===== src/hdl/sslpd_pkg.sv =====
`default_nettype none
package sslpd_pkg;

  localparam int CFG_INDEX_W = 2;
  localparam int CFG_DATA_W  = 12;
  localparam int RATE_W      = 12;
  localparam int TRIM_W      = 8;
  localparam int ANGLE_W     = 8;
  localparam int TIME_W      = 32;

  typedef enum logic [CFG_INDEX_W-1:0] {
    REG_ENABLED     = 2'd0,
    REG_SLEW_RATE   = 2'd1,
    REG_TRIM_OFFSET = 2'd2
  } reg_index_t;

  typedef struct packed {
    logic                     enabled;
    logic [RATE_W-1:0]        slew_rate;
    logic signed [TRIM_W-1:0] trim_offset;
  } cfg_t;

  // Saturated elapsed * rate product, held non-negative
  localparam int PSAT_W = 31;
  // Widest step: (2^31-1)/1000 needs 22 bits
  localparam int STEP_W = 22;

  // floor(p/1000) = floor((p>>3)/125) = ((p>>3) * DIV125_M) >> DIV125_SHIFT for p < 2^31
  localparam int              DIV125_M_W   = 29;
  localparam logic [28:0]     DIV125_M     = 29'd274877907;
  localparam int              DIV125_SHIFT = 35;

  // floor(n/7200) = floor((n>>5)/225) = ((n>>5) * DIV225_M) >> DIV225_SHIFT for n>>5 < 2^21
  localparam int              DIV225_M_W   = 22;
  localparam logic [21:0]     DIV225_M     = 22'd2386093;
  localparam int              DIV225_SHIFT = 29;
  localparam int              DUTY_PRE_SHIFT = 5;

  localparam logic [ANGLE_W-1:0] ANGLE_MAX     = 8'd180;
  localparam logic [9:0]         ANGLE_BIAS    = 10'd180;
  localparam int                 HOME_POSITION = 90;

endpackage
`default_nettype wire


===== src/hdl/sslpd_cfg_regs.sv =====
`default_nettype none
module sslpd_cfg_regs
  import sslpd_pkg::*;
(
  input  wire logic                   clk,
  input  wire logic                   rst,
  input  wire logic                   wr_en,
  input  wire logic [CFG_INDEX_W-1:0] wr_index,
  input  wire logic [CFG_DATA_W-1:0]  wr_data,
  output cfg_t                        cfg
);

  always_ff @(posedge clk) begin
    if (rst) begin
      cfg <= '0;
    end else if (wr_en) begin
      case (reg_index_t'(wr_index))
        REG_ENABLED:     cfg.enabled     <= wr_data[0];
        REG_SLEW_RATE:   cfg.slew_rate   <= wr_data[RATE_W-1:0];
        REG_TRIM_OFFSET: cfg.trim_offset <= $signed(wr_data[TRIM_W-1:0]);
        default: begin
          // drop writes to unused indexes
        end
      endcase
    end
  end

endmodule
`default_nettype wire


===== config.mk =====
export PLATFORM = sky130hd
export DESIGN_NAME = sslpd_cfg_regs
export DESIGN_NICKNAME = d
export VERILOG_FILES = /design/src/hdl/sslpd_pkg.sv /design/src/hdl/sslpd_cfg_regs.sv
export SDC_FILE = /design/constraint.sdc
export NUM_CORES = 1
export LEC_CHECK = 0
export ABC_AREA = 1
export BUFFER_PORTS_ARGS = -buffer_cell sky130_fd_sc_hd__buf_4
export CAP_MARGIN = 5
export CORE_MARGIN = 2
export CORE_UTILIZATION = 49
export CTS_BUF_LIST = sky130_fd_sc_hd__clkbuf_4 sky130_fd_sc_hd__clkbuf_8 sky130_fd_sc_hd__clkbuf_16
export DETAILED_ROUTE_END_ITERATION = 10
export PLACE_DENSITY = 0.81
export SYNTH_ARGS = -nofsm -noshare
export SYNTH_HDL_FRONTEND = slang
export SYNTH_SLANG_ARGS = --single-unit

===== constraint.sdc =====
create_clock -name clk -period 1.75 [get_ports clk]
set_clock_uncertainty 0.05 [all_clocks]
set_input_delay 0 -clock clk [delete_from_list [all_inputs] [get_ports clk]]
set_output_delay 0 -clock clk [all_outputs]
set_load 0.01 [all_outputs]

# == Word-level counts from Yosys, hierarchy flattened ==
# Index checks and enable logic that the tools add are counted.
# classes
eq_ne,2
n_reduce_logical,4
# ops
cell,n
2-bit AND reduction,3
"2-bit by 1-bit == test with 1-bit output, second input constant",1
"2-bit == test, second input constant",1
2-bit logical NOT,1
# word_totals
reg_bits,21
inputBits,17
out_inout_bits,21
word_cells,9

# == Longest topological paths before layout ==
# logic_depth
depth_word,2
ltp_mapped,6
depth_no_buf,5

# == Worst setup path before layout ==
# No wires, ideal clock.
# synth_path
path_kind,register to register
from,register cfg[5] (netlist name)
to,register cfg[5] (netlist name)
setup_time_ns,0.064
t_arrival_ns,0.564
required_ns,1.636
path_slack_ns,1.072
path_stages_with_launch,5
path_buffers,0
period_less_slack_ns,0.678
path_cell_list,dfxtp_1 > inv_1 > nand2_2 > nand2_1 > nor2_1
# synth_lines
item,line,rtl
end: declaration,sslpd_cfg_regs.sv:10,output cfg_t cfg

# == Final worst setup path ==
# layout_path
from,input wr_en
to,register cfg[19] (netlist name)
# layout_between
elab_chain_len,1
# layout_lines
item,line,rtl
start: declaration,sslpd_cfg_regs.sv:7,"input wire logic wr_en,"
2-bit AND reduction (no source line),n/a,
# No other way between the ends.
# A chain may end at the register's enable or synchronous reset.

==> results.sh <==
export IMPL_slew_violations=0
export IMPL_cts_max_path_buffers=2
export IMPL_clock_sinks=21
export IMPL_dp_hpwl_mm=1.31
export IMPL_netlist_instances=137
export IMPL_cts_setup_buffers=0
export IMPL_reg2reg_depth=4
export IMPL_pwr_share_clk_pct=24.9
export IMPL_switching_share_pct=26.5
export IMPL_p_total_w=0.000933
export IMPL_max_slew_margin_pct=57.8
export IMPL_start_kind="input port"
export IMPL_hp_class="in2reg"
export IMPL_num_vias=902
export IMPL_top_register="cfg"
export IMPL_antenna_found_initial=0
export IMPL_routedWlPerCell_um=9.96
export IMPL_fin_ws_ns=0.705
export IMPL_grt_pass1_vias=819
export IMPL_place_gp_congestion=0.713
export IMPL_initial_utilization_pct=52.3
export IMPL_seq_area_frac_synth_pct=46.1
export IMPL_max_slew_worst_pin_slew_ns=0.632
export IMPL_cts_root_buf="clkbuf_4"
export IMPL_status="completed"
export IMPL_grt_pass1_wl_mm=3.44
export IMPL_power_switching_w=0.000248
export IMPL_fin_area_um2=1350
export IMPL_finalHoldViolCount=0
export IMPL_grt_overflow_total=0
export IMPL_min_period_ns=1.04
export IMPL_crit_path_end_kind="flop"
export IMPL_ir_drop_mv=0.505
export IMPL_diodes=0
export IMPL_cap_violations=0
export IMPL_final_core_util_pct=77.3
export IMPL_worstPathMaxFanout=24
export IMPL_hold_depth=4
export IMPL_gr_usage_all_layers_pct=22.3
export IMPL_die_h_um=47.1
export IMPL_arrival_ns=1.23
export IMPL_finalCritPeriodShare_pct=59.7
export IMPL_max_freq_mhz=957
export IMPL_io_buffer_count=37
export IMPL_dieArea_um2=2220
export IMPL_largest_registers="cfg x21"
export IMPL_ant_nets=0
export IMPL_die_w_um=47.1
export IMPL_synth_seq_cells=21
export IMPL_worst_setup_path_type="in2reg"
export IMPL_grt_start_max_net_pins=25
export IMPL_io_pins=38
export IMPL_setup_tns_ns=0
export IMPL_finish_net_count=205
export IMPL_core_area_um2=1750
export IMPL_p_int_w=0.000685
export IMPL_clock_latency_ns=0.30
export IMPL_rows=15
export IMPL_drt_iter0_drc=18
export IMPL_avgSynthCellArea_um2=6.66
export IMPL_syn_to_final_growth_pct=47.9
export IMPL_pwr_share_comb_pct=19.8
export IMPL_h_tree_depth=1
export IMPL_dp_slack_ns=0.827
export IMPL_numCtsBuffers=3
export IMPL_vias_per_cell=4.25
export IMPL_rsz0062_at_grt="no"
export IMPL_largest_reg_flops=21
export IMPL_cts_tree="yes"
export IMPL_synth_distinct_cells=11
export IMPL_power_density_nw_per_um2=692
export IMPL_drive_gt1_share_pct=24.1
export IMPL_path_clk_slew_ns=0.12
export IMPL_cp_required_ns=1.94
export IMPL_setup_viol=0
export IMPL_place_area_um2=1180
export IMPL_cts_resized=0
export IMPL_syn_nets=154
export IMPL_first_pass_iters=4
export IMPL_seqPwrFrac_pct=55.3
export IMPL_netlist_area_um2=912
export IMPL_wirelength_mm=2.11
export IMPL_route_detailed_drc=0
export IMPL_postCtsHoldBufs=14
export IMPL_p_leak_nw=0.759
export IMPL_ys_warn_count=0
cells by family (layout without fill, tap and decap cells):
kind of cell / count (synthesis) / after routing / share of synthesized area [%]
flops: 21 / 21 / 46.1
simple gates: 86 / 86 / 39.1
compound gates: 1 / 1 / 0.548
buf+inv: 29 / 79 / 14.3
power groups by stage:
stage / clock network, W / logic (W) / registers (W)
floorplan: 0 / 0.0000692 / 0.000538
global placement: 0 / 0.000154 / 0.000526
detailed placement: 0 / 0.000158 / 0.000527
CTS: 0.000237 / 0.000184 / 0.000516
global route: 0.000260 / 0.000207 / 0.000519
finish: 0.000232 / 0.000185 / 0.000516
through the flow:
| step | hold WS [ns] | cells |
|---|---|---|
| 5_1_grt | 0.0307 | 212 |
| 4_1_cts | 0.00263 | 212 |
| 6_report | 0.00765 | 212 |
| 3_3_place_gp | 0.171 | 194 |
| 2_1_floorplan | 0.0849 | 137 |
| 3_5_place_dp | 0.186 | 194 |
per-layer routing:
metal,vias to the layer above,track usage (%),share of wire [%],routed length (um)
met5,-,0,0,0
met4,0,8.33,1.0,22
met3,2,4.23,4.3,91
met2,19,41.9,53,1120
met1,394,24.6,42,881
li1,487,-,-,-
worst paths after layout:
path	end	from	slack [ns]
worst min-delay path	cfg[20]	wr_index[1]	0.008
worst max register to register	cfg[19]	cfg[19]	0.97
worst min register to register	cfg[4]	cfg[4]	0.47
worst max-delay path	cfg[19]	wr_en	0.71
critical path: stages:
cell and delay [ns]:
dlygate4sd3_1 0.52, buf_4 0.14, nand3_4 0.23, nand2_1 0.14, nand2_1 0.05, nor2_1 0.13
cells in the mapped netlist:
master	instances	area share, %
dfxtp_1	21	46
buf_4	1	0.82
a21oi_1	1	0.55
inv_1	24	9.9
buf_2	2	1.1
nor2_1	42	17
nand3_1	1	0.55
nand2_1	39	16
nand2_2	2	1.4
buf_6	2	2.5
nand3_4	2	3.8
placed cells by master, fill, tap and decap left out:
| master | Yosys | routed |
|---|---|---|
| dlygate4sd3_1 | 0 | 14 |
| nand3_4 | 2 | 2 |
| nor2_1 | 42 | 42 |
| dfxtp_1 | 21 | 21 |
| nand2_1 | 39 | 39 |
| nand3_1 | 1 | 1 |
| nand2_2 | 2 | 2 |
| clkbuf_4 | 0 | 3 |
| inv_1 | 24 | 24 |
| a21oi_1 | 1 | 1 |
| buf_4 | 1 | 37 |
| clkinv_2 | 0 | 1 |
cell type report:
| class | count | area [um^2] |
|---|---|---|
| clock inverter | 1 | 5.00 |
| inverter | 24 | 90.1 |
| timing repair buffer | 51 | 418 |
| clock buffer | 3 | 22.5 |
| fill | 149 | 397 |
| multi-input combinational | 87 | 362 |
| tap | 25 | 31.3 |
| sequential | 21 | 420 |
(Power assumes the default switching activity.)
