[src/hdl/sslpd_pkg.sv]
`default_nettype none
package sslpd_pkg;

  localparam int CFG_INDEX_W = 2;
  localparam int CFG_DATA_W  = 12;
  localparam int RATE_W      = 12;
  localparam int TRIM_W      = 8;
  localparam int ANGLE_W     = 8;
  localparam int TIME_W      = 32;

  typedef enum logic [CFG_INDEX_W-1:0] {
    REG_ENABLED     = 2'd0,
    REG_SLEW_RATE   = 2'd1,
    REG_TRIM_OFFSET = 2'd2
  } reg_index_t;

  typedef struct packed {
    logic                     enabled;
    logic [RATE_W-1:0]        slew_rate;
    logic signed [TRIM_W-1:0] trim_offset;
  } cfg_t;

  // Saturated elapsed * rate product, held non-negative
  localparam int PSAT_W = 31;
  // Widest step: (2^31-1)/1000 needs 22 bits
  localparam int STEP_W = 22;

  // floor(p/1000) = floor((p>>3)/125) = ((p>>3) * DIV125_M) >> DIV125_SHIFT for p < 2^31
  localparam int              DIV125_M_W   = 29;
  localparam logic [28:0]     DIV125_M     = 29'd274877907;
  localparam int              DIV125_SHIFT = 35;

  // floor(n/7200) = floor((n>>5)/225) = ((n>>5) * DIV225_M) >> DIV225_SHIFT for n>>5 < 2^21
  localparam int              DIV225_M_W   = 22;
  localparam logic [21:0]     DIV225_M     = 22'd2386093;
  localparam int              DIV225_SHIFT = 29;
  localparam int              DUTY_PRE_SHIFT = 5;

  localparam logic [ANGLE_W-1:0] ANGLE_MAX     = 8'd180;
  localparam logic [9:0]         ANGLE_BIAS    = 10'd180;
  localparam int                 HOME_POSITION = 90;

endpackage
`default_nettype wire

[src/hdl/sslpd_duty_conv.sv]
`default_nettype none
module sslpd_duty_conv
  import sslpd_pkg::*;
#(
  parameter int DUTY_BITS = 13
) (
  input  wire logic               clk,
  input  wire logic               rst,
  input  wire logic               in_valid,
  output logic                    in_ready,
  input  wire logic [ANGLE_W-1:0] in_angle,
  output logic                    out_valid,
  input  wire logic               out_ready,
  output logic [ANGLE_W-1:0]      out_angle,
  output logic [DUTY_BITS-1:0]    out_duty
);

  localparam int N_W  = DUTY_BITS + 10;
  localparam int M_W  = N_W - DUTY_PRE_SHIFT;
  // Wide enough for the product and for the quotient field above the shift
  localparam int QP_W = DIV225_SHIFT + DUTY_BITS;

  logic                 v5;
  logic                 ld5;
  logic [9:0]           pulse;
  logic [N_W-1:0]       scaled;
  logic [QP_W-1:0]      qprod;

  assign ld5      = !v5 || out_ready;
  assign in_ready = ld5;

  // (4*angle + 180) * (2^DUTY_BITS - 1) as shift and subtract, then divide by 7200
  assign pulse  = {in_angle, 2'b00} + ANGLE_BIAS;
  assign scaled = (N_W'(pulse) << DUTY_BITS) - N_W'(pulse);
  assign qprod  = QP_W'(scaled[N_W-1:DUTY_PRE_SHIFT]) * QP_W'(DIV225_M);

  always_ff @(posedge clk) begin
    if (rst) begin
      v5 <= 1'b0;
    end else if (ld5) begin
      v5 <= in_valid;
    end
  end

  always_ff @(posedge clk) begin
    if (in_valid && ld5) begin
      out_angle <= in_angle;
      out_duty  <= qprod[DIV225_SHIFT +: DUTY_BITS];
    end
  end

  assign out_valid = v5;

endmodule
`default_nettype wire
[config.mk]
export PLATFORM = sky130hd
export DESIGN_NAME = sslpd_duty_conv
export DESIGN_NICKNAME = d
export VERILOG_FILES = /design/src/hdl/sslpd_pkg.sv /design/src/hdl/sslpd_duty_conv.sv
export SDC_FILE = /design/constraint.sdc
export NUM_CORES = 1
export LEC_CHECK = 0
export BUFFER_PORTS_ARGS = -buffer_cell sky130_fd_sc_hd__clkbuf_2
export CAP_MARGIN = 25
export CELL_PAD_IN_SITES_DETAIL_PLACEMENT = 1
export CELL_PAD_IN_SITES_GLOBAL_PLACEMENT = 2
export CORE_MARGIN = 3
export CORE_UTILIZATION = 38
export CTS_BUF_LIST = sky130_fd_sc_hd__clkbuf_16
export CTS_CLUSTER_DIAMETER = 120
export DETAILED_ROUTE_END_ITERATION = 6
export PLACE_DENSITY_LB_ADDON = 0.1
export SLEW_MARGIN = 20
export SYNTH_ARGS = -nofsm -noshare
export SYNTH_HDL_FRONTEND = slang
export SYNTH_SLANG_ARGS = --single-unit
[constraint.sdc]
create_clock -name clk -period 7.2 [get_ports clk]
set_clock_uncertainty 0.05 [all_clocks]
set_input_delay 0.36 -clock clk [delete_from_list [all_inputs] [get_ports clk]]
set_output_delay 0.36 -clock clk [all_outputs]
set_load 0.05 [all_outputs]
Word level (Yosys, flattened, before mapping)

Cells that the tools add are included.

Bits in registers: 20
Input bits: 12
Output and inout bits: 23
Word-level logic and storage cells: 9

Add/sub/neg operators: 2
$mul: 1
Reduce and logical (&&, ||, !) cells: 3

Operator list:

| cell                     | number |
|---|---|
| $mul A18 B22 Y40 const B | 1 |
| $sub A23 B10 Y23         | 1 |
| $add A10 B8 Y10 const B  | 1 |
| $logic_and A1 B1 Y1      | 1 |
| $logic_not A1 Y1         | 1 |
| $logic_or A1 B1 Y1       | 1 |

Logic depth before layout (Yosys ltp)

Gate-level depths: netlist of run 1.

Depth in word-level cells: 3
Depth in mapped cells: 31
Depth with buffers taken out: 30

Worst setup path after synthesis of run 1

Ideal clock, no wire load.

Path type: input port to flip-flop
Start point: input in_angle[0]
End point: register out_duty[10], data pin
Library setup time: 0.260 ns
Arrival time: 7.328 ns
Data required time: 6.890 ns
Path slack: -0.438 ns
Stages: 27
Buffers on the path: 1
Cells stage by stage: ha_1 buf_6 or3_4 a21oi_4 xnor2_2 or4_1 inv_1 nor2_1 xnor2_1 inv_1 fa_1 fa_1 fa_1 inv_1 fa_1 inv_1 fa_1 inv_1 ha_1 a21o_1 a21o_1 a21oi_1 o311ai_0 a211o_1 a31o_2 a31oi_1 xnor2_1

Longest elaborated chain between the ends: 3

RTL lines:

| item                   | RTL line              | RTL |
|---|---|---|
| start: declaration     | sslpd_duty_conv.sv:11 | `input wire logic [ANGLE_W-1:0] in_angle,` |
| $add A10 B8 Y10        | sslpd_duty_conv.sv:33 | `assign pulse = {in_angle, 2'b00} + ANGLE_BIAS;` |
| $sub A23 B10 Y23       | sslpd_duty_conv.sv:34 | `assign scaled = (N_W'(pulse) << DUTY_BITS) - N_W'(pulse);` |
| $mul A18 B22 Y40       | sslpd_duty_conv.sv:35 | `assign qprod = QP_W'(scaled[N_W-1:DUTY_PRE_SHIFT]) * QP_W'(DIV225_M);` |
| named net qprod[39]    | sslpd_duty_conv.sv:27 | `logic [QP_W-1:0] qprod;` |
| end signal: assignment | sslpd_duty_conv.sv:48 | `out_duty <= qprod[DIV225_SHIFT +: DUTY_BITS];` |
| end: declaration       | sslpd_duty_conv.sv:15 | `output logic [DUTY_BITS-1:0] out_duty` |

The timed path passes the listed nets, and every way through them passes these cells.
A chain may end at the register's enable or synchronous reset.

Final worst setup path of run 1

Ends and elaborated chain as after synthesis.

==> summary.txt, run 1 <==
Critical path
  • WP buf/inv: 10
  • CP top delay family: adder cells
  • CP endpoint kind: flip-flop
  • Critical Path Max Stage Delay: 0.58 ns
  • CP arrival: 7.00 ns
  • Critical path startpoint category: primary input
  • CP max FO: 8
  • Crit path required time: 7.16 ns
  • CP dominant cell by count: fa_1
  • CP max stage cell: fa_1
  • WS Path Type: primary input to flip-flop

Synthesis
  • Synth async-reset ratio: 0
  • Top-area cell type share of the netlist area: 0.291
  • Sequential area share after synthesis: 0.0825
  • Top_reg_cell synth: edfxtp_1
  • #FFs+latches synth: 20
  • Ys Warns: 0
  • Post-synth EDFFs: 19
  • Largest cells by area after synthesis: fa_1 (29%), ha_1 (29%), inv_1 (12%)
  • Synth cell count leaders: inv_1 (230), ha_1 (165), fa_1 (104)
  • Area leader, netlist: fa_1
  • Top-count cell post-synth: inv_1
  • Post-Syn Instances: 752
  • Synth unique cells: 62
  • Mapped cell area: 7160 µm²
  • Syn_area_per_cell: 9.52 µm²

GRT
  • Initial antenna violation count: 0
  • First-pass GRT wire length: 33,800 µm
  • GRT Resource Usage Total: 0.212
  • Number of global-route vias before repair: 6,240
  • Gr ovfl total: 0
  • Largest net degree at the start of global routing: 20

Finish
  • Final Cell Area: 9110 µm²
  • Final nets: 1,190
  • Layout cells sized above 1: 0.280
  • Core Util, Final: 0.500
  • Final non-filler cell total: 1,137
  • Area Growth Syn to Fin: 27.2%
  • Antenna diodes: 0

Clocking
  • Inserted Clock Buffers: 3
  • Clock Sinks: 20
  • Clock Latency Late Sink: 0.25 ns
  • Clock Root Buffer: clkbuf_16
  • H-tree Lvls: 1
  • CTS tree: yes
  • Max Root-Sink Buffers: 2
  • Worst-path clk slew: 0.05 ns
  • CTS Hold Bufs: 0

STA
  • Final setup fails: 0
  • Final Max Tran Viols: 0
  • Final period utilization: 0.978
  • Fmax: 142 MHz
  • Hold Vio Cnt, Final: 0
  • RSZ-0062 raised after global routing: yes
  • Final Critical Period: 7.04 ns

Floorplanning
  • Io pins: 35
  • Initial Util: 0.393
  • Chip Height: 143 µm
  • Die W: 143 µm
  • FP Rows: 49
  • Core footprint: 18,200 µm²
  • DIE AREA: 20,500 µm²

Worst hold path
  • Worst Hold Class: primary input to flip-flop

Flow run
  • Max-cap violations: 0

Place
  • DP HPWL: 18,800 µm
  • Routability Congestion: 0.908
  • Placed Instance Area: 8470 µm²
  • Placed insts: 1,116
  • PortBufs: 32

Route
  • DRT antenna net count: 0
  • Initial DRT Pass Iterations: 4
  • Total Wirelength: 20,900 µm
  • Initial drt markers: 160
  • # DRC: 0
  • Vias post-DR: 5,573
  • Routed vias/inst: 4.90
  • WL per Instance: 18.4 µm

Outcome
  • Status: complete, no violations
-- through the flow --
stage / TNS [ns] / hold WS (ns) / setup slack [ns]
floorplan: -0.0107 / 0.379 / -0.0107
global placement: -3.03 / 0.443 / -0.551
detailed placement: -4.30 / 0.485 / -0.700
CTS: -0.260 / 0.215 / -0.0917
global route: -0.133 / 0.219 / -0.0596
finish: 0 / 0.218 / 0.156
-- what timing repair did --
item	4_1_cts	5_1_grt
setup buffers	2	14
endpoints found under the hold margin	0	0
endpoints found under the setup margin	10	11
pin swaps	2	48
resized for setup	13	71
-- area by class of cell --
cell class	count	area, µm²
clock buffers	3	75.1
clock inverters	1	3.75
well taps	229	287
flip-flops and latches	20	591
fillers	2106	9100
repair buffers	161	1160
inverters	231	873
multi-input cells	492	6120
-- placed cells by master, fill, tap and decap left out, drive strengths merged, types with 5 or more instances in the layout --
cell type  synthesis  routed
nor2              15      15
nand3             11      11
xnor2             18      18
inv              230     231
nand3b             5       5
o21ai             12      12
clkbuf             4      34
fa               104     104
and2               6       6
nor2b              5       5
buf                6     130
edfxtp            19      19
nor3               9       9
ha               165     165
a21o              20      20
nand2             16      16
or2                5       5
a21oi             35      35
-- registers in the layout (all words and copies together) (netlist names) --
signal	flops
out_valid	1
out_duty	11
out_angle	8
-- cells by family after synthesis --
group / Yosys count / share of synthesized area
compound gates: 102 / 0.0996
xor+xnor: 22 / 0.0300
fa+ha+maj: 269 / 0.579
buf+inv: 241 / 0.130
flops: 20 / 0.0825
mux: 2 / 0.00367
other cells: 1 / 0.000524
simple gates: 95 / 0.0744
-- worst reg2reg max path, delay by kind of cell (launching register included) --
kind	cells	cell delay, ns
buffers and inverters	1	0.22
and+or+nand+nor	2	0.47
DFF	1	0.31
-- layer usage --
| metal | wire length, µm | part of all wire | vias to the layer above | track usage |
|---|---|---|---|---|
| li1 | - | - | 2714 | - |
| met1 | 9600 | 0.46 | 2802 | 0.285 |
| met2 | 10900 | 0.52 | 44 | 0.387 |
| met3 | 340 | 0.016 | 13 | 0.0221 |
| met4 | 119 | 0.0057 | 0 | 0.0164 |
| met5 | 0 | 0 | - | 0 |
-- final timing paths --
check,startpoint,endpoint,slack (ns),cells after the start
setup reg to reg,out_valid$_SDFFE_PP0N_,out_angle[6]$_DFFE_PP_,5.86,3
hold reg to reg,out_valid$_SDFFE_PP0N_,out_valid$_SDFFE_PP0N_,0.50,2
setup / recovery,in_angle[0],out_duty[10]$_DFFE_PP_,0.16,32
hold / removal,rst,out_valid$_SDFFE_PP0N_,0.22,2
Power of run 1 is not shown: default switching activity piles up to over one toggle a cycle in this logic, so the estimate is an artifact.
==> inputs of run 2 (changes only) <==
CORE_MARGIN = unset   (was 3)
==> summary.txt, run 2 (same netlist as run 1, synthesis figures left out) <==
Finish
  • Final nets: 1,179 (-0.92%)
  • Commonest cells after routing, fill and taps aside: inv_1 (225), ha_1 (154), buf_4 (115), fa_1 (100), clkbuf_2 (32)
  • Top reg by flops: out_duty
  • Filler instances: 2,108 (+0.095%)
  • Most common cell after layout, fill and taps aside: inv_1
  • Final non-filler cell total: 1,126 (-0.97%)
  • Multi-input gate area: 6020 µm² (-1.7%)
  • Antenna diodes: 0 (unchanged)
  • Area Growth Syn to Fin: 24.3%
  • Max reg flops: 11 (unchanged)
  • Layout cells sized above 1: 0.256 (-0.0233)
  • FF+latch area: 591 µm² (unchanged)

Critical path
  • CP max stage cell: or4_4
  • Critical path startpoint category: primary input
  • CP top delay family: adder cells
  • WS Path Type: primary input to flip-flop
  • CP arrival: 7.04 ns (+0.04 ns)
  • CP dominant cell by count: fa_1
  • CP startpoint: in_angle[0]
  • Critical Path Max Stage Delay: 0.58 ns (about the same)
  • CP max FO: 5 (-3)
  • R2R cell count: 2 (-1)
  • Crit path required time: 7.15 ns (about the same)
  • Reg-to-Reg Start: out_valid$_SDFFE_PP0N_
  • RR Endpoint: out_duty[8]$_DFFE_PP_
  • Crit path depth: 28 (-13%)
  • Reg-to-reg slack, setup: 5.58 ns (-0.28 ns)
  • WP buf/inv: 6 (-4)
  • Worst setup path endpoint: out_duty[10]$_DFFE_PP_
  • CP endpoint kind: flip-flop

STA
  • Final Critical Period: 7.09 ns (+0.0421 ns)
  • Fmax: 141 MHz (-0.59%)
  • Max-Slew Margin vs Limit: 0.355
  • Final period utilization: 0.984 (+0.00585)
  • Final Max Tran Viols: 0 (unchanged)
  • Final Worst Setup Slack: 0.114 ns (-0.0421 ns)
  • Hold Vio Cnt, Final: 0 (unchanged)
  • Final setup fails: 0 (unchanged)
  • Worst hold margin: 0.206 ns (-0.0120 ns)
  • Worst slew pin tran: 0.968 ns
  • RSZ-0062 raised after global routing: yes

Floorplanning
  • Core footprint: 18,200 µm² (unchanged)
  • DIE AREA: 19,400 µm² (-5.5%)
  • Chip Height: 139 µm (-2.8%)
  • Die W: 139 µm (-2.8%)
  • Io pins: 35 (unchanged)
  • Initial Util: 0.393 (unchanged)
  • FP Rows: 49 (unchanged)

Place
  • Routability Congestion: 0.890 (-2.0%)
  • DP HPWL: 19,000 µm (+1.1%)
  • PortBufs: 32 (unchanged)
  • Placed insts: 1,112 (-0.36%)
  • Worst Setup Slack post-DPL: -0.465 ns (+0.235 ns)

Route
  • DRT antenna net count: 0 (unchanged)
  • Initial drt markers: 169 (+5.6%)
  • Routed vias/inst: 4.94 (+0.80%)
  • WL per Instance: 18.7 µm (+1.6%)
  • Total Wirelength: 21,100 µm (+0.63%)
  • Vias post-DR: 5,563 (-0.18%)
  • # DRC: 0 (unchanged)
  • Initial DRT Pass Iterations: 4 (unchanged)

GRT
  • GRT Resource Usage Total: 0.230 (+0.0172)
  • Initial antenna violation count: 0 (unchanged)
  • Largest net degree at the start of global routing: 20 (unchanged)
  • Gr ovfl total: 0 (unchanged)
  • First-pass GRT wire length: 34,100 µm (+0.78%)
  • Number of global-route vias before repair: 6,369 (+2.1%)

Clocking
  • CTS tree: yes
  • Clock Root Buffer: clkbuf_16
  • Max Root-Sink Buffers: 2 (unchanged)
  • Worst-path clk slew: 0.06 ns (about the same)
  • H-tree Lvls: 1 (unchanged)
  • CTS Hold Bufs: 0 (unchanged)
  • Inserted Clock Buffers: 3 (unchanged)
  • Clock Sinks: 20 (unchanged)
  • Clock Latency Late Sink: 0.26 ns (about the same)

Worst hold path
  • Worst Hold Class: primary input to flip-flop

Outcome
  • Status: complete, no violations

Flow run
  • Max-cap violations: 0 (unchanged)
run 2: per-layer routing:
layer,up-vias,GRT usage,wire length [µm]
li1,2694,-,-
met1,2795,0.306,9750
met2,52,0.407,10500
met3,22,0.0196,454
met4,0,0.0433,412
met5,-,0,0
run 2: area by class of cell:
type / count / area share
repair buffers: 150 / 0.119
clock buffers: 3 / 0.00843
well taps: 229 / 0.0322
flip-flops and latches: 20 / 0.0663
multi-input cells: 492 / 0.676
inverters: 231 / 0.0981
clock inverters: 1 / 0.000422
run 2: worst min path at each step:
stage | startpoint | to | slack, ns | depth (start not counted)
finish | rst | out_valid$_SDFFE_PP0N_ | 0.21 | 2
global route | rst | out_valid$_SDFFE_PP0N_ | 0.20 | 2
CTS | rst | out_valid$_SDFFE_PP0N_ | 0.21 | 2
detailed placement | out_valid$_SDFFE_PP0N_ | out_valid$_SDFFE_PP0N_ | 0.47 | 2
global placement | out_valid$_SDFFE_PP0N_ | out_valid$_SDFFE_PP0N_ | 0.44 | 2
floorplan | rst | out_valid$_SDFFE_PP0N_ | 0.38 | 1
run 2: metrics by stage:
stage | utilization | instance area [µm²] | setup TNS, ns
2_1_floorplan | - | 7250 | -0.0107
3_3_place_gp | 0.464 | 8440 | -2.47
3_5_place_dp | 0.464 | 8440 | -3.51
4_1_cts | 0.474 | 8630 | 0
5_1_grt | 0.489 | 8900 | -0.239
6_report | 0.489 | 8900 | 0
run 2: timing repair:
item,CTS,global route
endpoints found under the setup margin,8,11
hold endpoints to repair,0,0
gates resized for setup,18,44
buffers inserted,5,5
pin swaps,18,38
Power of run 2 is left out for the same reason.
