--- src/hdl/sslpd_pkg.sv ---
`default_nettype none
package sslpd_pkg;

  localparam int CFG_INDEX_W = 2;
  localparam int CFG_DATA_W  = 12;
  localparam int RATE_W      = 12;
  localparam int TRIM_W      = 8;
  localparam int ANGLE_W     = 8;
  localparam int TIME_W      = 32;

  typedef enum logic [CFG_INDEX_W-1:0] {
    REG_ENABLED     = 2'd0,
    REG_SLEW_RATE   = 2'd1,
    REG_TRIM_OFFSET = 2'd2
  } reg_index_t;

  typedef struct packed {
    logic                     enabled;
    logic [RATE_W-1:0]        slew_rate;
    logic signed [TRIM_W-1:0] trim_offset;
  } cfg_t;

  // Saturated elapsed * rate product, held non-negative
  localparam int PSAT_W = 31;
  // Widest step: (2^31-1)/1000 needs 22 bits
  localparam int STEP_W = 22;

  // floor(p/1000) = floor((p>>3)/125) = ((p>>3) * DIV125_M) >> DIV125_SHIFT for p < 2^31
  localparam int              DIV125_M_W   = 29;
  localparam logic [28:0]     DIV125_M     = 29'd274877907;
  localparam int              DIV125_SHIFT = 35;

  // floor(n/7200) = floor((n>>5)/225) = ((n>>5) * DIV225_M) >> DIV225_SHIFT for n>>5 < 2^21
  localparam int              DIV225_M_W   = 22;
  localparam logic [21:0]     DIV225_M     = 22'd2386093;
  localparam int              DIV225_SHIFT = 29;
  localparam int              DUTY_PRE_SHIFT = 5;

  localparam logic [ANGLE_W-1:0] ANGLE_MAX     = 8'd180;
  localparam logic [9:0]         ANGLE_BIAS    = 10'd180;
  localparam int                 HOME_POSITION = 90;

endpackage
`default_nettype wire

--- src/hdl/sslpd_slew_track.sv ---
`default_nettype none
module sslpd_slew_track
  import sslpd_pkg::*;
#(
  parameter int POSITION_BITS = 11
) (
  input  wire logic                            clk,
  input  wire logic                            rst,
  input  wire cfg_t                            cfg,
  input  wire logic                            in_valid,
  output logic                                 in_ready,
  input  wire logic signed [POSITION_BITS-1:0] in_target,
  input  wire logic [STEP_W-1:0]               in_step,
  output logic                                 out_valid,
  input  wire logic                            out_ready,
  output logic [ANGLE_W-1:0]                   out_angle
);

  localparam int PW = POSITION_BITS;

  logic signed [PW-1:0] cur;
  logic signed [PW-1:0] cur_next;
  logic                 v4;
  logic                 ld4;
  logic signed [PW:0]   diff;
  logic [PW:0]          gap;
  logic [PW:0]          moved;
  logic signed [PW:0]   sum;
  logic [ANGLE_W-1:0]   angle_next;

  assign ld4      = !v4 || out_ready;
  assign in_ready = ld4;

  assign diff = {in_target[PW-1], in_target} - {cur[PW-1], cur};
  assign gap  = diff[PW] ? (PW+1)'(-diff) : diff;

  // Step is below the gap here, so it fits the position width
  always_comb begin
    if (diff[PW]) begin
      moved = {cur[PW-1], cur} - {1'b0, in_step[PW-1:0]};
    end else begin
      moved = {cur[PW-1], cur} + {1'b0, in_step[PW-1:0]};
    end
  end

  always_comb begin
    if ((cfg.slew_rate == '0) || (STEP_W'(gap) <= in_step)) begin
      cur_next = in_target;
    end else begin
      cur_next = moved[PW-1:0];
    end
  end

  assign sum = {cur_next[PW-1], cur_next} + (PW+1)'(cfg.trim_offset);

  always_comb begin
    if (sum[PW]) begin
      angle_next = '0;
    end else if (sum[PW-1:0] > PW'(ANGLE_MAX)) begin
      angle_next = ANGLE_MAX;
    end else begin
      angle_next = sum[ANGLE_W-1:0];
    end
  end

  always_ff @(posedge clk) begin
    if (rst) begin
      v4  <= 1'b0;
      cur <= PW'(HOME_POSITION);
    end else begin
      if (ld4) v4 <= in_valid;
      if (in_valid && ld4) cur <= cur_next;
    end
  end

  always_ff @(posedge clk) begin
    if (in_valid && ld4) out_angle <= angle_next;
  end

  assign out_valid = v4;

endmodule
`default_nettype wire

--- config.mk ---
export PLATFORM = sky130hd
export DESIGN_NAME = sslpd_slew_track
export DESIGN_NICKNAME = d
export VERILOG_FILES = /design/src/hdl/sslpd_pkg.sv /design/src/hdl/sslpd_slew_track.sv
export SDC_FILE = /design/constraint.sdc
export NUM_CORES = 1
export LEC_CHECK = 0
export BUFFER_PORTS_ARGS = -buffer_cell sky130_fd_sc_hd__buf_4
export CORE_UTILIZATION = 25
export CTS_BUF_LIST = sky130_fd_sc_hd__clkbuf_4
export CTS_CLUSTER_SIZE = 8
export DETAILED_ROUTE_END_ITERATION = 7
export PLACE_DENSITY = 0.41
export SETUP_SLACK_MARGIN = 0.4
export SYNTH_ARGS = -nofsm -noshare
export SYNTH_HDL_FRONTEND = slang
export SYNTH_SLANG_ARGS = --single-unit
export TNS_END_PERCENT = 5
--- constraint.sdc ---
create_clock -name clk -period 19.2 [get_ports clk]
set_clock_uncertainty 0.15 [all_clocks]
set_input_delay 2.88 -clock clk [delete_from_list [all_inputs] [get_ports clk]]
set_output_delay 2.88 -clock clk [all_outputs]
set_load 0.05 [all_outputs]
After elaboration in Yosys (flattened, before gate mapping)
Cells that the tools add are included.
{"block": "totals", "register_bits": 20, "output_inout_bits": 10, "elab_cells": 21}
{"block": "op_classes", "addsub": 5, "order_cmp": 2, "muxes": 4, "n_reduce_logical": 6}
{"op": "12-bit by 22-bit less-or-equal comparator with 1-bit output", "count": 1}
{"op": "11-bit two-way mux", "count": 2}
{"op": "11-bit by 8-bit adder with 12-bit output", "count": 1}
{"op": "12-bit logical NOT", "count": 1}
{"op": "12-bit two-way mux", "count": 1}
{"op": "12-bit negation", "count": 1}
{"op": "11-bit by 11-bit subtractor with 12-bit output", "count": 1}
{"op": "11-bit adder", "count": 1}
{"op": "11-bit by 8-bit > comparator with 1-bit output (second input constant)", "count": 1}
{"op": "11-bit subtractor", "count": 1}
{"op": "8-bit two-way mux", "count": 1}
{"op": "1-bit logical OR", "count": 2}
{"op": "2-bit OR reduction", "count": 1}
{"op": "1-bit logical AND", "count": 1}
{"op": "1-bit logical NOT", "count": 1}

Longest topological paths before layout
Gate-level depths: netlist (run 1).
{"block": "depth", "depth_word": 9, "mapped_depth": 31, "mapped_depth_nobuf": 30}

Worst setup path after synthesis (run 1)
OpenSTA, ideal clock, no wires.
{"block": "synth_timing", "kind": "input -> register", "startpoint": "input port in_target[0]", "endpoint": "register out_angle[0], data pin", "setup_time_ns": 0.255, "arrival_time_ns": 8.190, "t_required_ns": 18.795, "slack_ns": 10.605, "cell_stages": 28, "n_path_buf": 1, "path_cell_list": "inv_1 -> ha_1 -> fa_1 -> nand2b_1 -> a21oi_2 -> or2_2 -> o31ai_1 -> o41ai_1 -> and3_1 -> a31oi_1 -> xor2_1 -> ha_1 -> a21oi_1 -> o21ai_0 -> a211oi_1 -> nand2_1 -> nand2_1 -> buf_2 -> mux2_2 -> ha_1 -> a21o_1 -> a21oi_1 -> a21oi_1 -> nor3_1 -> nor2_1 -> o311ai_2 -> nor2_1 -> and3_1"}
{"block": "synth_between", "elab_chain_cells": 9, "word_cells_on_any_way": 10, "classes_between": "add/sub: 3; order compare: 2; mux: 3; reduce/logical: 2"}
{"item": "start: declaration", "line": "sslpd_slew_track.sv:12", "source": "input wire logic signed [POSITION_BITS-1:0] in_target,"}
{"item": "11-bit by 11-bit subtractor with 12-bit output *", "line": "sslpd_slew_track.sv:34", "source": "assign diff = {in_target[PW-1], in_target} - {cur[PW-1], cur};"}
{"item": "12-bit negation", "line": "sslpd_slew_track.sv:35", "source": "assign gap = diff[PW] ? (PW+1)'(-diff) : diff;"}
{"item": "12-bit two-way mux", "line": "sslpd_slew_track.sv:35"}
{"item": "12-bit by 22-bit less-or-equal comparator with 1-bit output", "line": "sslpd_slew_track.sv:47", "source": "if ((cfg.slew_rate == '0) || (STEP_W'(gap) <= in_step)) begin"}
{"item": "1-bit logical OR", "line": "sslpd_slew_track.sv:47"}
{"item": "11-bit two-way mux *", "line": "sslpd_slew_track.sv:47"}
{"item": "via cur_next[3]", "line": "sslpd_slew_track.sv:22", "source": "logic signed [PW-1:0] cur_next;"}
{"item": "11-bit by 8-bit adder with 12-bit output *", "line": "sslpd_slew_track.sv:54", "source": "assign sum = {cur_next[PW-1], cur_next} + (PW+1)'(cfg.trim_offset);"}
{"item": "11-bit by 8-bit > comparator with 1-bit output", "line": "sslpd_slew_track.sv:59", "source": "end else if (sum[PW-1:0] > PW'(ANGLE_MAX)) begin"}
{"item": "2-bit OR reduction (no source line) *"}
{"item": "end signal: assignment", "line": "sslpd_slew_track.sv:77", "source": "if (in_valid && ld4) out_angle <= angle_next;"}
{"item": "end: declaration", "line": "sslpd_slew_track.sv:16", "source": "output logic [ANGLE_W-1:0] out_angle"}
The timed path passes the listed nets; every way through them passes the cells marked *.
A chain may end at the register's enable or synchronous reset.

Worst setup path in the final report (run 1)
{"block": "layout_timing", "startpoint": "input port in_target[0]", "endpoint": "register out_angle[0], data pin"}
{"block": "layout_between", "elab_chain_cells": 9, "word_cells_on_any_way": 10, "classes_between": "add/sub: 3; order compare: 2; mux: 3; reduce/logical: 2"}
{"item": "11-bit by 11-bit subtractor with 12-bit output", "line": "sslpd_slew_track.sv:34"}
{"item": "12-bit negation", "line": "sslpd_slew_track.sv:35"}
{"item": "12-bit two-way mux", "line": "sslpd_slew_track.sv:35"}
{"item": "12-bit by 22-bit less-or-equal comparator with 1-bit output", "line": "sslpd_slew_track.sv:47"}
{"item": "1-bit logical OR", "line": "sslpd_slew_track.sv:47"}
{"item": "11-bit two-way mux *", "line": "sslpd_slew_track.sv:47"}
{"item": "via cur_next[0]", "line": "sslpd_slew_track.sv:22"}
{"item": "11-bit by 8-bit adder with 12-bit output *", "line": "sslpd_slew_track.sv:54"}
{"item": "11-bit by 8-bit > comparator with 1-bit output", "line": "sslpd_slew_track.sv:59"}
{"item": "2-bit OR reduction (no source line)"}
Marks and branches as above.

==> out/metrics.yaml, run 1 <==
flow_run:
  drv_cap: 0
setup_path:
  worstSetupPathType: "primary input to register"
  critPathMaxStageDelay_ns: 0.54
  cp_num_buf_inv: 3
  r2r_end: "out_angle[0]"
  cp-start-kind: "primary input"
  required_ns: 19.13
  reg2regPathDepth: 28
  cp_data_arrival_time_ns: 9.37
  reg2reg_slack_ns: 12.13
  cp.depth: 30
  r2r_start: "cur[0]"
  cp_max_fo: 13
  worst_setup_path_end_kind: "register"
  critPathTopFamily: "compound AO/OA/AOI/OAI gates"
  cp_slowest_cell: "o41ai_1"
timing:
  finalCriticalPeriod_ns: 9.43
  post-route-period-util_pct: 49.1
  hold_violations: 0
  slew_violations: 0
  whs_ns: 0.359
  tns_ns: 0
  setup_viol_count_final: 0
  fmax_ghz: 0.106
  worst_pin_slew_ns: 1.11
  rsz0062_at_grt: "no"
  slew_headroom_pct: 25.3
routing:
  vias: 3052
  drc: 0
  ant_nets: 0
  wl_per_cell_um: 14.3
  first_pass_iters: 4
  vias_per_cell: 4.78
  wl_mm: 9.12
  first_iter_violations: 100
global_routing:
  antenna_found_initial: 0
  grt_pass1_vias: 3056
  grt_max_degree: 20
  grtUsageTotal_pct: 14.3
  grt_pass1_wl_mm: 14.8
  grt_overflow: 0
synthesis:
  yosys_warnings: 0
  async_reset_ff_share_pct: 0
  synth_top_family_by_area: "compound AO/OA/AOI/OAI gates"
  synth_commonest_cells: "46 x ha_1, 40 x nor2_1, 39 x inv_1, 33 x a21oi_1, 29 x xnor2_1"
  synth_top_area_share_pct: 18.3
  ys.flop_type: "dfxtp_1"
  synth-seq-cells: 20
  synth_nets: 512
  synth-seq-area-share_pct: 15.2
  synth-edff-count: 8
  yosysUniqueCellTypes: 58
  syn_area_um2: 3150
  synth_compound_area_share_pct: 22.5
  synthAdderAreaFrac_pct: 20.2
  avgSynthCellArea_um2: 7.78
  yosys.cell_count.top_type: "ha_1"
  synth-xor-area-share_pct: 11.8
  syn_inst: 405
  yosys.area_share.simple_pct: 21.3
  synth_top_cell_by_area: "ha_1"
  synth_area_leaders: "ha_1 18%, xnor2_1 8.1%, dfxtp_1 7.6%"
  synth_mux_area_share_pct: 3.57
pwr:
  p_per_area_nw_per_um2: 64.3
  power_leakage_uw: 0.00179
  ir_drop_mv: 0.0338
finish:
  fill_cells: 1312
  nets: 578
  drive_above_1_share_pct: 18.7
  area_growth_pct: 23.4
  antennaDiodeCount: 0
place:
  gp_congestion: 0.843
  port_buffers: 66
  dp_hpwl_mm: 7.83
cts:
  cts_root_buf: "clkbuf_4"
  clockBufferDepth: 2
  cts_tree: "built"
  cts_buffers: 3
  cts.sinks: 20
  cts_setup_buffers: 0
  post_cts_resize_count: 0
  cts_hold_buf: 0
  clk_latency_ns: 0.32
  cts.clk_slew.worst_paths_ns: 0.14
  htreeDepth: 1
floorplan:
  core_um2: 12200
  start_util_pct: 25.9
  rows: 40
  ios: 68
  die_area_um2: 13100
  die-width_um: 114
  die_h_um: 114
hold_path:
  hold_depth: 2
  hold_class: "register to register"
  worst_hold_path.endpoint: "cur[8]"
  min_from: "cur[8]"
status:
  outcome: "complete, no violations"
[layout make-up]
type	count	area [µm²]	share of cell area (%)
multi-input cells	341	2500	64.4
repair buffers	66	495	12.7
flip-flops and latches	20	480	12.4
well taps	168	210	5.41
inverters	39	146	3.76
clock inverters	1	30.0	0.772
clock buffers	3	22.5	0.579
[worst min-delay path, stage by stage, from the launching register on]
cell and delay (ns):
dfxtp_1 0.34, inv_1 0.08, a211oi_1 0.06
[stage by stage]
step	total power (µW)	worst slack, ns	utilization (%)	cells	cell area, µm²
2_1_floorplan	174	10.61	-	405	3150
3_3_place_gp	215	9.44	31.5	634	3840
3_5_place_dp	216	9.38	31.5	634	3840
4_1_cts	254	9.75	32.0	638	3890
5_1_grt	274	9.16	32.0	638	3890
6_report	250	9.77	32.0	638	3890
[power by group]
group	total (µW)	leakage, µW	internal (µW)	switching, µW
clock network	36.2	0.0000279	21.1	15.1
registers	50.1	0.000177	48.3	1.86
logic	164	0.00158	72.7	91.1
total	250	0.00179	142	108
[layer usage]
metal | up-vias | track usage [%] | wire length [µm]
met5 | - | 0 | 0
met4 | 0 | 2.60 | 65
met3 | 5 | 1.38 | 377
met2 | 59 | 25.1 | 4110
met1 | 1383 | 19.0 | 4570
li1 | 1605 | - | -
[kinds of logic after synthesis]
kind of cell | Yosys count
AO/OA/AOI/OAI | 106
XOR/XNOR | 41
adder cells (fa/ha/maj) | 49
buffers and inverters | 44
flip-flops | 20
multiplexers | 10
AND/OR/NAND/NOR | 135
[layout by cell type (no fill, tap or decap), types with 5 or more instances in the layout]
cell type  instances
a21o_1            10
a21oi_1           33
inv_1             39
ha_1              46
a31oi_1            8
nand4_1            6
xor2_1            11
mux2_2             6
a211oi_1           5
nand2b_1           8
nor3_1            11
nor2_1            40
nor4_1            11
nand2_1           27
o21ai_0           14
nand3_1           10
buf_4             66
xnor2_1           29
o21a_1             7
nor2b_1            5
dfxtp_1           12
edfxtp_1           8
[worst max-delay path by stage]
stage            startpoint      endpoint  slack, ns
2_1_floorplan  in_target[0]  out_angle[0]      10.61
5_1_grt        in_target[0]  out_angle[0]       9.16
4_1_cts        in_target[0]  out_angle[0]       9.75
3_3_place_gp   in_target[0]  out_angle[0]       9.44
6_report       in_target[0]  out_angle[0]       9.77
3_5_place_dp   in_target[0]  out_angle[0]       9.38
[flip-flops by register name (all words and copies together) (netlist names)]
signal and flops:
cur 11, out_valid 1, out_angle 8
Note: power is estimated with default switching activity, not from simulation.
==> run 2: changes to the inputs <==
--- a/config.mk
+++ b/config.mk
@@ -10,7 +10,7 @@
 export CTS_BUF_LIST = sky130_fd_sc_hd__clkbuf_4
 export CTS_CLUSTER_SIZE = 8
 export DETAILED_ROUTE_END_ITERATION = 7
-export PLACE_DENSITY = 0.41
+export PLACE_DENSITY = 0.42
 export SETUP_SLACK_MARGIN = 0.4
 export SYNTH_ARGS = -nofsm -noshare
 export SYNTH_HDL_FRONTEND = slang
==> constraint.sdc (replaced) <==
create_clock -name clk -period 7.7 [get_ports clk]
set_clock_uncertainty 0.15 [all_clocks]
set_input_delay 1.155 -clock clk [delete_from_list [all_inputs] [get_ports clk]]
set_output_delay 1.155 -clock clk [all_outputs]
set_load 0.05 [all_outputs]
==> run 2 against run 1 <==
Compared with the run above:
- clock power grew 63%
- sequential cell count is the same
- worst hold slack gained 0.0069 ns
- routed wire length shrank 1.0%
- utilization grew 1.6 points
- sequential power grew 150%
- sequential share of layout area shrank 0.60 points
==> out/metrics.yaml, run 2 (synthesized netlist as in run 1, its figures left out) <==
status:
  outcome: "complete, no violations"
floorplan:
  die_area_um2: 13100  # unchanged
  ios: 68  # unchanged
  rows: 40  # unchanged
  die-width_um: 114  # unchanged
  start_util_pct: 25.9  # unchanged
  core_um2: 12200  # unchanged
  die_h_um: 114  # unchanged
global_routing:
  use_met1_pct: 18.0  # -1.0 points
  grt_util_met2_pct: 26.4  # +1.3 points
  grt_use_met3_pct: 0.953  # -0.42 points
  top_usage_layer: "met2"
  antenna_found_initial: 0  # unchanged
  grtUsageTotal_pct: 14.0  # -0.23 points
  grt_max_degree: 20  # unchanged
  grt_overflow: 0  # unchanged
  grt_pass1_wl_mm: 14.7  # -1.1%
  grt_pass1_vias: 3130  # +2.4%
cts:
  clk_latency_ns: 0.31  # about the same
  cts_buffers: 3  # unchanged
  htreeDepth: 1  # unchanged
  cts.clk_slew.worst_paths_ns: 0.13  # about the same
  cts_hold_buf: 0  # unchanged
  cts_tree: "built"
  cts_root_buf: "clkbuf_4"
  clockBufferDepth: 2  # unchanged
  cts.sinks: 20  # unchanged
hold_path:
  hold_class: "register to register"
pwr:
  seq_power_share_pct: 20.2  # +0.2 points
  ir_drop_mv: 0.0832  # +150%
  p_switching_uw: 276  # +160%
  p_per_area_nw_per_um2: 151  # +130%
  p_int_uw: 342  # +140%
  combPwrFrac_pct: 70.2  # +4.7 points
  p_sw_share_pct: 44.7  # +1.5 points
  power_uw: 618  # +150%
  power_leakage_uw: 0.00191  # +6.9%
  power_frac_clock_pct: 9.5  # -5.0 points
routing:
  wl_mm: 9.03  # -1.0%
  drc: 0  # unchanged
  ant_nets: 0  # unchanged
  first_pass_iters: 4  # unchanged
  first_iter_violations: 81  # -19%
  vias_per_cell: 4.67  # -2.4%
  wl_per_cell_um: 13.7  # -4.4%
  vias: 3087  # +1.1%
setup_path:
  reg2reg_slack_ns: 1.35  # -10.78 ns
  worst_setup_path_end_kind: "register"
  cp_max_fo: 7  # -6
  required_ns: 7.63  # -11.50 ns
  cp-start-kind: "primary input"
  cp_data_arrival_time_ns: 6.84  # -2.53 ns
  worstSetupPathType: "primary input to register"
timing:
  tns_ns: 0  # unchanged
  hold_violations: 0  # unchanged
  worst_pin_slew_ns: 0.560  # -0.547 ns
  setup_viol_count_final: 0  # unchanged
  slew_headroom_pct: 62.6  # +37 points
  post-route-period-util_pct: 89.7
  fmax_ghz: 0.145
  finalCriticalPeriod_ns: 6.91
  rsz0062_at_grt: "yes"
  whs_ns: 0.366  # +0.00689 ns
  slew_violations: 0  # unchanged
place:
  placed_area_um2: 3990  # +4.1%
  gp_congestion: 0.859  # +1.9%
  dp_hpwl_mm: 7.80  # -0.42%
  port_buffers: 66  # unchanged
  dp.cells: 655  # +3.3%
finish:
  largest_reg_flops: 11  # unchanged
  nets: 601  # +4.0%
  area_growth_pct: 29.7
  final_cell_mix: "89 x buf_4, 46 x ha_1, 39 x inv_1, 38 x nor2_1, 32 x a21oi_1"
  drive_above_1_share_pct: 24.1  # +5.4 points
  antennaDiodeCount: 0  # unchanged
  design_area_um2: 4090  # +5.1%
  final_cells: 661  # +3.6%
  max_flop_register: "cur"
  layout_commonest_cell: "buf_4"
flow_run:
  drv_cap: 0  # unchanged
run 2: final timing paths:
| kind | start | end | cells past startpoint |
|---|---|---|---|
| min reg2reg | cur[2] | cur[2] | 2 |
| min | cur[2] | cur[2] | 2 |
| max reg2reg | cur[1] | out_angle[0] | 26 |
| max | in_target[0] | out_angle[0] | 28 |
run 2: critical path: stages:
cell and delay (ns):
buf_4 0.08, inv_1 0.04, ha_1 0.21, fa_1 0.38
nand2b_1 0.18, a21oi_2 0.19, or2_2 0.15, o31ai_1 0.08
o41ai_2 0.39, and3_1 0.25, a31oi_1 0.11, xor2_1 0.17
ha_1 0.31, a21oi_1 0.14, o21ai_0 0.09, a211oi_1 0.26
nand2_1 0.16, nand2_4 0.14, mux2_2 0.37, ha_1 0.32
or2_2 0.30, o211ai_1 0.16, a2bb2oi_2 0.13, buf_4 0.15
and4b_1 0.19, o311ai_4 0.40, nor2_1 0.13, and3_1 0.20
run 2: what timing repair did:
item,in CTS,in global routing
buffers inserted,1,1
gates resized for setup,1,10
pin swaps,1,5
endpoints found under the hold margin,0,0
setup endpoints to repair,2,8
run 2: power by group through the flow:
stage | registers (µW) | clock network [µW] | logic [µW]
global route | 126 | 64.3 | 488
global placement | 127 | 0 | 419
CTS | 125 | 60.8 | 430
floorplan | 142 | 0 | 291
detailed placement | 127 | 0 | 426
finish | 125 | 59.0 | 434
run 2: through the flow:
step,utilization [%],worst slack [ns]
CTS,33.1,0.416
finish,33.6,0.790
floorplan,-,0.830
global route,33.6,0.366
detailed placement,32.8,0.0301
global placement,32.8,0.131
run 2: metal layers:
metal,vias to the layer above,share of wire [%],routed length (µm)
li1,1637,-,-
met1,1390,48,4350
met2,56,48,4340
met3,4,3.4,307
met4,0,0.42,38
met5,-,0,0
run 2: area by class of cell:
| class | count | area (µm²) |
|---|---|---|
| clock buffer | 4 | 30.0 |
| timing repair buffer | 89 | 668 |
| fill | 1335 | 8070 |
| sequential | 20 | 480 |
| multi-input combinational | 341 | 2550 |
| inverter | 39 | 146 |
| tap | 168 | 210 |
==> run 3: changes to the inputs <==
--- a/config.mk
+++ b/config.mk
@@ -6,11 +6,12 @@
 export NUM_CORES = 1
 export LEC_CHECK = 0
 export BUFFER_PORTS_ARGS = -buffer_cell sky130_fd_sc_hd__buf_4
-export CORE_UTILIZATION = 25
+export CORE_MARGIN = 4
+export CORE_UTILIZATION = 45
 export CTS_BUF_LIST = sky130_fd_sc_hd__clkbuf_4
 export CTS_CLUSTER_SIZE = 8
 export DETAILED_ROUTE_END_ITERATION = 7
-export PLACE_DENSITY = 0.42
+export PLACE_DENSITY_LB_ADDON = 0.12
 export SETUP_SLACK_MARGIN = 0.4
 export SYNTH_ARGS = -nofsm -noshare
 export SYNTH_HDL_FRONTEND = slang
==> run 3 against run 2 <==
Compared with the run above:
- combinational power shrank 4%
- clock power grew 51%
- cell count is 13% lower
- final area fell by 4.2%
- non-clock buffer count decreased by 14
- sequential cell count unchanged
- critical path type unchanged
- largest power group unchanged
==> out/metrics.yaml, run 3 (synthesized netlist as in run 1, its figures left out) <==
cts:
  cts.clk_slew.worst_paths_ns: 0.12  # about the same
  clk_latency_ns: 0.32  # about the same
  cts_buffers: 3  # unchanged
  cts_root_buf: "clkbuf_4"
  clockBufferDepth: 2  # unchanged
  cts_hold_buf: 0  # unchanged
  cts_tree: "built"
  cts.sinks: 20  # unchanged
  htreeDepth: 1  # unchanged
pwr:
  p_per_area_nw_per_um2: 161  # +6.7%
  ir_drop_mv: 0.0652  # -22%
  power_uw: 631  # +2.2%
  power_leakage_uw: 0.00185  # -3.3%
  seq_power_share_pct: 19.8  # -0.4 points
  p_int_uw: 362  # +6.1%
  p_sw_share_pct: 42.6  # -2.1 points
  power_frac_clock_pct: 14.1  # +4.6 points
  combPwrFrac_pct: 66.1  # -4.1 points
  p_switching_uw: 269  # -2.6%
finish:
  drive_above_1_share_pct: 22.1  # -2.0 points
  final_cell_mix: "75 x buf_4, 46 x ha_1, 39 x nor2_1, 39 x inv_1, 32 x a21oi_1"
  final_core_util_pct: 57.6  # +24 points
  antennaDiodeCount: 0  # unchanged
  area_growth_pct: 24.3
  layout_commonest_cell: "buf_4"
  fill_cells: 645  # -52%
  nets: 587  # -2.3%
  largest_reg_flops: 11  # unchanged
  max_flop_register: "cur"
global_routing:
  top_usage_layer: "met2"
  grt_pass1_vias: 2982  # -4.7%
  grtUsageTotal_pct: 18.6  # +4.6 points
  grt_use_met3_pct: 3.20  # +2.2 points
  use_met1_pct: 25.6  # +7.7 points
  grt_overflow: 0  # unchanged
  grt_util_met2_pct: 31.8  # +5.4 points
  grt_pass1_wl_mm: 13.2  # -9.8%
  grt_max_degree: 20  # unchanged
  antenna_found_initial: 0  # unchanged
floorplan:
  start_util_pct: 46.4  # +20 points
  die_area_um2: 8410  # -36%
  die_h_um: 91.7  # -20%
  ios: 68  # unchanged
  core_um2: 6790  # -44%
  rows: 30  # -25%
  die-width_um: 91.7  # -20%
routing:
  wl_per_cell_um: 13.9  # +1.6%
  ant_nets: 0  # unchanged
  wl_mm: 7.99  # -12%
  vias: 3107  # +0.65%
  first_pass_iters: 5  # +1
  vias_per_cell: 5.40  # +16%
  first_iter_violations: 108  # +33%
  drc: 0  # unchanged
setup_path:
  cp_max_fo: 8  # +1
  worstSetupPathType: "primary input to register"
  required_ns: 7.63  # about the same
  reg2reg_slack_ns: 1.25  # -0.10 ns
  crit_path_frequent_cell: "ha_1"
  cp-start-kind: "primary input"
  worst_setup_path_end_kind: "register"
  critPathTopFamily: "compound AO/OA/AOI/OAI gates"
  cp_num_buf_inv: 3  # unchanged
  cp_slowest_cell: "o311ai_4"
  critPathMaxStageDelay_ns: 0.42  # +0.02 ns
  cp_data_arrival_time_ns: 6.95  # +0.11 ns
timing:
  fmax_ghz: 0.143  # -1.5%
  slew_headroom_pct: 57.3  # -5.2 points
  post-route-period-util_pct: 91.1  # +1.3 points
  rsz0062_at_grt: "no"
  hold_violations: 0  # unchanged
  setup_viol_count_final: 0  # unchanged
  whs_ns: 0.352  # -0.0140 ns
  setup_ws_ns: 0.687  # -0.104 ns
  finalCriticalPeriod_ns: 7.01  # +0.104 ns
  slew_violations: 0  # unchanged
  tns_ns: 0  # unchanged
  worst_pin_slew_ns: 0.632  # +0.0720 ns
place:
  port_buffers: 66  # unchanged
  gp_congestion: 0.843  # -1.9%
  pre_cts_slack_ns: 0.143  # +0.113 ns
  dp_hpwl_mm: 6.77  # -13%
status:
  outcome: "complete, no violations"
flow_run:
  drv_cap: 0  # unchanged
hold_path:
  hold_class: "register to register"
run 3: worst min-delay path: stages (launching register included):
cell	delay (ns)
dfxtp_1	0.33
inv_1	0.07
a211oi_1	0.06
run 3: final timing paths:
kind                                   start      endpoint  cells past startpoint
worst max-delay path            in_target[0]  out_angle[6]                     28
worst min-delay path                  cur[8]        cur[8]                      2
worst max register to register        cur[1]  out_angle[6]                     26
worst min register to register        cur[8]        cur[8]                      2
run 3: routing by layer:
layer | routed length (µm) | share of wire (%)
met4 | 21 | 0.26
met3 | 336 | 4.2
met5 | 0 | 0
met1 | 3870 | 49
met2 | 3750 | 47
run 3: power by group through the flow:
stage	Sequential [µW]	Combinational, µW	Clock (µW)
after floorplan	142	291	0
after global placement	127	395	0
after detailed placement	127	403	0
after CTS	125	406	92.2
after global routing	126	470	95.8
final	125	418	89.0
run 3: through the flow:
stage          instances  instance area, µm²
5_1_grt              575                3920
3_3_place_gp         569                3800
3_5_place_dp         569                3800
4_1_cts              573                3850
2_1_floorplan        405                3150
6_report             575                3920
run 3: area by class of cell:
cell class	instances	area [µm²]	share of cell area, %
Tap cell	96	120	3.07
Sequential cell	20	480	12.3
Timing Repair Buffer	75	563	14.4
Clock inverter	1	30.0	0.767
Clock buffer	3	22.5	0.575
Multi-Input combinational cell	341	2550	65.2
Inverter	39	146	3.74
run 3: repair_timing:
| item | in CTS | in global routing |
|---|---|---|
| buffers inserted | 0 | 2 |
| resized for setup | 0 | 12 |
| endpoints found under the setup margin | 0 | 8 |
| hold endpoints to repair | 0 | 0 |
